==> src/hw/rtl/assert_macros.svh <==
// Assertion macros shared by the RTL of the hash dictionary.
// Each macro expects clk_i and rst_ni in the scope where it is used.
`ifndef ASSERT_MACROS_SVH
`define ASSERT_MACROS_SVH

`define LPHD_ASSERT(name, prop, msg) \
  name: assert property (@(posedge clk_i) disable iff (!rst_ni) prop) else $error(msg);

`define LPHD_ASSERT_NEXT(name, pre, post, msg) \
  name: assert property (@(posedge clk_i) disable iff (!rst_ni) (pre) |=> (post)) else $error(msg);

`endif

==> src/hw/rtl/lphd_pkg.sv <==
// Types, codes and constants of the linear probing hash dictionary.
// Used by lphd_if, lphd_hash and the top level; depends on nothing.
package lphd_pkg;

  localparam int unsigned SlotsDefault    = 256;
  localparam int unsigned KeyBytesDefault = 8;
  localparam logic [8:0]  TableSizeReset  = 9'd251;
  localparam logic [31:0] HashMul         = 32'd25;

  typedef enum logic [1:0] {
    OP_SET   = 2'd0,
    OP_GET   = 2'd1,
    OP_UNSET = 2'd2,
    OP_NONE  = 2'd3
  } op_e;

  typedef enum logic [1:0] {
    ST_OK        = 2'd0,
    ST_NOT_FOUND = 2'd1,
    ST_FULL      = 2'd2
  } status_e;

  typedef struct packed {
    logic [1:0]         operation;
    logic [63:0]        key;
    logic [3:0]         key_length;
    logic signed [31:0] value;
  } req_t;

  typedef struct packed {
    logic [1:0]         status;
    logic signed [31:0] value_out;
    logic [7:0]         slot;
  } rsp_t;

endpackage

==> src/hw/rtl/lphd_hash.sv <==
// Iterative key hash: one key byte per cycle, then a bit-serial remainder
// of the 32-bit hash by the table size. Depends on lphd_pkg.
module lphd_hash import lphd_pkg::*; #(
  parameter int unsigned SLOTS  = SlotsDefault,
  localparam int unsigned IDX_W  = $clog2(SLOTS),
  localparam int unsigned SIZE_W = $clog2(SLOTS + 1)
) (
  input  logic              clk_i,
  input  logic              rst_ni,
  input  logic              start_i,
  input  logic [63:0]       key_i,
  input  logic [3:0]        len_i,
  input  logic [SIZE_W-1:0] size_i,
  output logic              done_o,
  output logic [IDX_W-1:0]  idx_o
);

  typedef enum logic [2:0] {
    H_IDLE = 3'b001,
    H_BYTE = 3'b010,
    H_MOD  = 3'b100
  } hstate_e;

  hstate_e           state_q, state_d;
  logic [63:0]       key_q, key_d;
  logic [3:0]        cnt_q, cnt_d;
  logic [31:0]       h_q, h_d;
  logic [4:0]        bit_q, bit_d;
  logic [SIZE_W-1:0] rem_q, rem_d;
  logic              done_q, done_d;
  logic [SIZE_W:0]   r_next;

  always_comb begin
    state_d = state_q;
    key_d   = key_q;
    cnt_d   = cnt_q;
    h_d     = h_q;
    bit_d   = bit_q;
    rem_d   = rem_q;
    done_d  = 1'b0;
    r_next  = {rem_q, h_q[31]};
    unique case (state_q)
      H_IDLE: begin
        if (start_i) begin
          key_d   = key_i;
          cnt_d   = len_i;
          h_d     = '0;
          bit_d   = '0;
          rem_d   = '0;
          state_d = (len_i == 4'd0) ? H_MOD : H_BYTE;
        end
      end
      H_BYTE: begin
        h_d   = h_q * HashMul + {24'd0, key_q[7:0]} + 32'd1;
        key_d = key_q >> 8;
        cnt_d = cnt_q - 4'd1;
        if (cnt_q == 4'd1) begin
          state_d = H_MOD;
        end
      end
      H_MOD: begin
        if (r_next >= {1'b0, size_i}) begin
          r_next = r_next - {1'b0, size_i};
        end
        rem_d = r_next[SIZE_W-1:0];
        h_d   = h_q << 1;
        bit_d = bit_q + 5'd1;
        if (bit_q == 5'd31) begin
          done_d  = 1'b1;
          state_d = H_IDLE;
        end
      end
      default: state_d = H_IDLE;
    endcase
  end

  always_ff @(posedge clk_i or negedge rst_ni) begin
    if (!rst_ni) begin
      state_q <= H_IDLE;
      done_q  <= 1'b0;
    end else begin
      state_q <= state_d;
      done_q  <= done_d;
    end
  end

  always_ff @(posedge clk_i) begin
    key_q <= key_d;
    cnt_q <= cnt_d;
    h_q   <= h_d;
    bit_q <= bit_d;
    rem_q <= rem_d;
  end

  assign done_o = done_q;
  assign idx_o  = rem_q[IDX_W-1:0];

endmodule

==> config.mk <==
export PLATFORM = sky130hd
export DESIGN_NAME = lphd_hash
export DESIGN_NICKNAME = d
export VERILOG_FILES = /design/src/hw/rtl/assert_macros.svh /design/src/hw/rtl/lphd_pkg.sv /design/src/hw/rtl/lphd_hash.sv
export SDC_FILE = /design/constraint.sdc
export NUM_CORES = 1
export LEC_CHECK = 0
export BUFFER_PORTS_ARGS = -buffer_cell sky130_fd_sc_hd__buf_2
export CAP_MARGIN = 20
export CORE_MARGIN = 3
export CORE_UTILIZATION = 35
export CTS_CLUSTER_SIZE = 25
export DETAILED_ROUTE_END_ITERATION = 10
export PLACE_DENSITY_LB_ADDON = 0.12
export RECOVER_POWER = 100
export SYNTH_ARGS = -nofsm -noshare
export SYNTH_HDL_FRONTEND = slang
export SYNTH_SLANG_ARGS = --single-unit
==> constraint.sdc <==
create_clock -name clk_i -period 11.07 [get_ports clk_i]
set_input_delay 1.107 -clock clk_i [delete_from_list [all_inputs] [get_ports clk_i]]
set_output_delay 1.107 -clock clk_i [all_outputs]
set_load 0.02 [all_outputs]
==> run_results.csv <==
group,metric,value,unit
timing,rsz0062_at_grt,"false",
routing,wl_per_cell,14.9,um
hold_path,hold_class,"reg2reg",
routing,wirelength,19.2,mm
floorplan,rows,57,
clock_network,cts_resized,0,
worst_setup_path,criticalPathCategory,"reg2reg",
grt,grt_use_total,0.149,
floorplan,start_util,0.358,
clock_network,clk-insertion-delay-late,0.43,ns
clock_network,clockBufferDepth,2,
floorplan,core_area,24500,sq um
yosys,ys.flop_type,"edfxtp_1",
finish,num_antenna_cells,0,
status,violations,"capacitance limit, slew limit",
yosys,netlist_area,8750,sq um
timing,setup_viol,0,
routing,first_iter_violations,258,
worst_setup_path,crit_arrival,6.08,ns
floorplan,top_level_ports,89,
timing,finClkSkew,0.0140,ns
worst_setup_path,cp-end-kind,"flip-flop",
clock_network,cts_tree,"built",
worst_setup_path,setup.worst_path.start,"state_q[0]",
yosys,netlist.area_leader.share,0.391,
yosys,yosysUniqueCellTypes,65,
grt,grt_pass1_wl,32.0,mm
floorplan,die_w,164,um
run,maxCapViolations,3,
timing,relSlewSlack,-1.92,
yosys,syn_avg_cell_area,9.99,sq um
routing,drc_errors,0,
worst_setup_path,cp_max_fo,101,
timing,period_share,0.573,
finish,num-fill-cells,2467,
timing,worst_pin_slew,4.39,ns
grt,grt_pass1_vias,6506,
worst_setup_path,timing.rr.start,"state_q[0]",
place,place_congestion,0.779,
yosys,synth_edf_count,114,
yosys,synth_fp_nets,1093,
routing,routed_via_density,4.90,
yosys,synth_seq_area_share,0.403,
finish,syn_to_final_growth,14.1,%
finish,register_area,3520,sq um
hold_path,min_from,"key_q[15]",
yosys,ys_ff_latch,118,
timing,hold_violations,0,
place,numPortBuffers,88,
yosys,synth_top_area_cell,"edfxtp_1",
clock_network,cts_sinks,118,
clock_network,postCtsHoldBufs,0,
place,hpwl,13.4,mm
worst_setup_path,critPathLaunchType,"flip-flop",
yosys,syn-instance-count,876,
floorplan,die_height,164,um
finish,drive_gt1_frac,0.127,
routing,first_pass_iters,5,
grt,antenna_found_initial,3,
worst_setup_path,critPathRequiredTime,10.82,ns
routing,vias,6291,
timing,fmax,0.158,GHz
clock_network,cts-root-buf,"clkbuf_16",
finish,final_nets,1164,
status,status,"finished with violations",
grt,gr-total-overflow,0,
timing,slew_violations,167,
yosys,async_flop_share,0.0339,
clock_network,htree_levels,4,
timing,period_minus_slack,6.34,ns
yosys,ys_warn_count,0,
routing,drtAntennaViolNets,0,
floorplan,die_area,26900,sq um
timing,setup-tns-final,0,ns
clock_network,post-cts-setup-buffers,0,
yosys,yosys-top-cells-area,"edfxtp_1 39%, ha_1 15%, nand2_1 9.0%",
finish,multi_input_area,4740,sq um
clock_network,clk_pin_slew,0.06,ns
grt,grt_max_degree,102,
clock_network,numCtsBuffers,17,
==> metal layers <==
metal	vias up	part of all wire	track usage
li1	3184	-	-
met1	2954	0.47	0.189
met2	126	0.47	0.255
met3	21	0.048	0.0348
met4	6	0.012	0.0392
met5	-	0.0018	0
==> sequential cells by signal (all words and copies together) (netlist names) <==
name and flops:
bit_q 5, cnt_q 4, done_o 1, h_q 32, key_q 64, rem_q 9
state_q 3
==> Yosys cell counts (all sizes together) (3+ instances only) <==
master,n
a221oi,3
nor2,36
ha,103
clkbuf,21
a21oi,29
o22ai,6
a211o,3
o21ai,42
nand2b,6
nand4,9
a22o,5
and3,7
edfxtp,114
xor2,18
inv,77
a211oi,4
nand2,209
nor2b,7
nand3,8
a21o,12
fa,34
a21boi,6
dfrtp,3
xnor2,22
o211ai,5
nor3,4
buf,18
or4,4
o21a,4
a31oi,10
mux2i,5
and2,11
==> worst max-delay path, cell delays in order (launching register included) <==
cell and delay [ns]:
dfstp_1 0.73, nand2b_1 0.15, clkbuf_1 3.05, nand2_4 1.68
==> cell families after synthesis <==
| kind of cell | share of synthesized area |
|---|---|
| AND/OR/NAND/NOR | 0.153 |
| XOR/XNOR | 0.0401 |
| buffers and inverters | 0.0555 |
| multiplexers | 0.00572 |
| flip-flops | 0.403 |
| AO/OA/AOI/OAI | 0.118 |
| adder cells (fa/ha/maj) | 0.225 |
==> worst paths after layout <==
path,to,slack [ns],cells after the start
max in group asynchronous,state_q[0],10.27,1
worst max register to register,key_q[23],4.73,3
worst max-delay path,key_q[23],4.73,3
worst min-delay path,key_q[7],0.50,2
min in group asynchronous,done_o,0.53,1
worst min register to register,key_q[7],0.50,2
==> stage by stage <==
| stage | instances | area [sq um] | utilization | hold slack, ns | setup WS (ns) |
|---|---|---|---|---|---|
| 6_report | 1284 | 9980 | 0.408 | 0.502 | 4.73 |
| 5_1_grt | 1284 | 9980 | 0.408 | 0.524 | 3.82 |
| 4_1_cts | 1284 | 10000 | 0.410 | 0.476 | 7.07 |
| 3_5_place_dp | 1252 | 9460 | 0.387 | 0.491 | 7.06 |
| 3_3_place_gp | 1252 | 9460 | 0.387 | 0.488 | 7.15 |
| 2_1_floorplan | 876 | 8750 | - | 0.484 | 7.35 |
==> area by class of cell <==
cell class,instances,share of cell area
clock inverters,15,0.0152
flip-flops and latches,118,0.353
repair buffers,91,0.0443
clock buffers,17,0.0426
inverters,77,0.0290
multi-input cells,642,0.475
well taps,324,0.0406
==> placed cells by master, fill, tap and decap left out, types with 3 or more instances in the layout <==
cell / instances
a22o_1: 5
clkbuf_16: 17
o211ai_1: 4
o21a_1: 4
dfrtp_1: 3
a21boi_0: 4
and2_1: 3
and3_1: 7
o21ai_1: 6
nand2_1: 208
edfxtp_1: 114
inv_1: 77
nor2b_1: 6
buf_2: 77
a31oi_1: 9
nand4_1: 9
o22ai_1: 6
and2_0: 8
inv_6: 6
nor2_1: 36
inv_8: 6
a21o_1: 12
nor3_1: 4
o21ai_0: 35
nand2b_1: 6
fa_1: 34
xor2_1: 18
a211oi_1: 4
ha_1: 103
nand3_1: 8
or4_1: 4
a21oi_1: 27
mux2i_1: 5
a221oi_1: 3
a211o_1: 3
clkbuf_1: 13
xnor2_1: 22
Power is left out: the tool's default activity adds up to more than one toggle a clock period on the data nets, which glitch-free logic cannot reach.
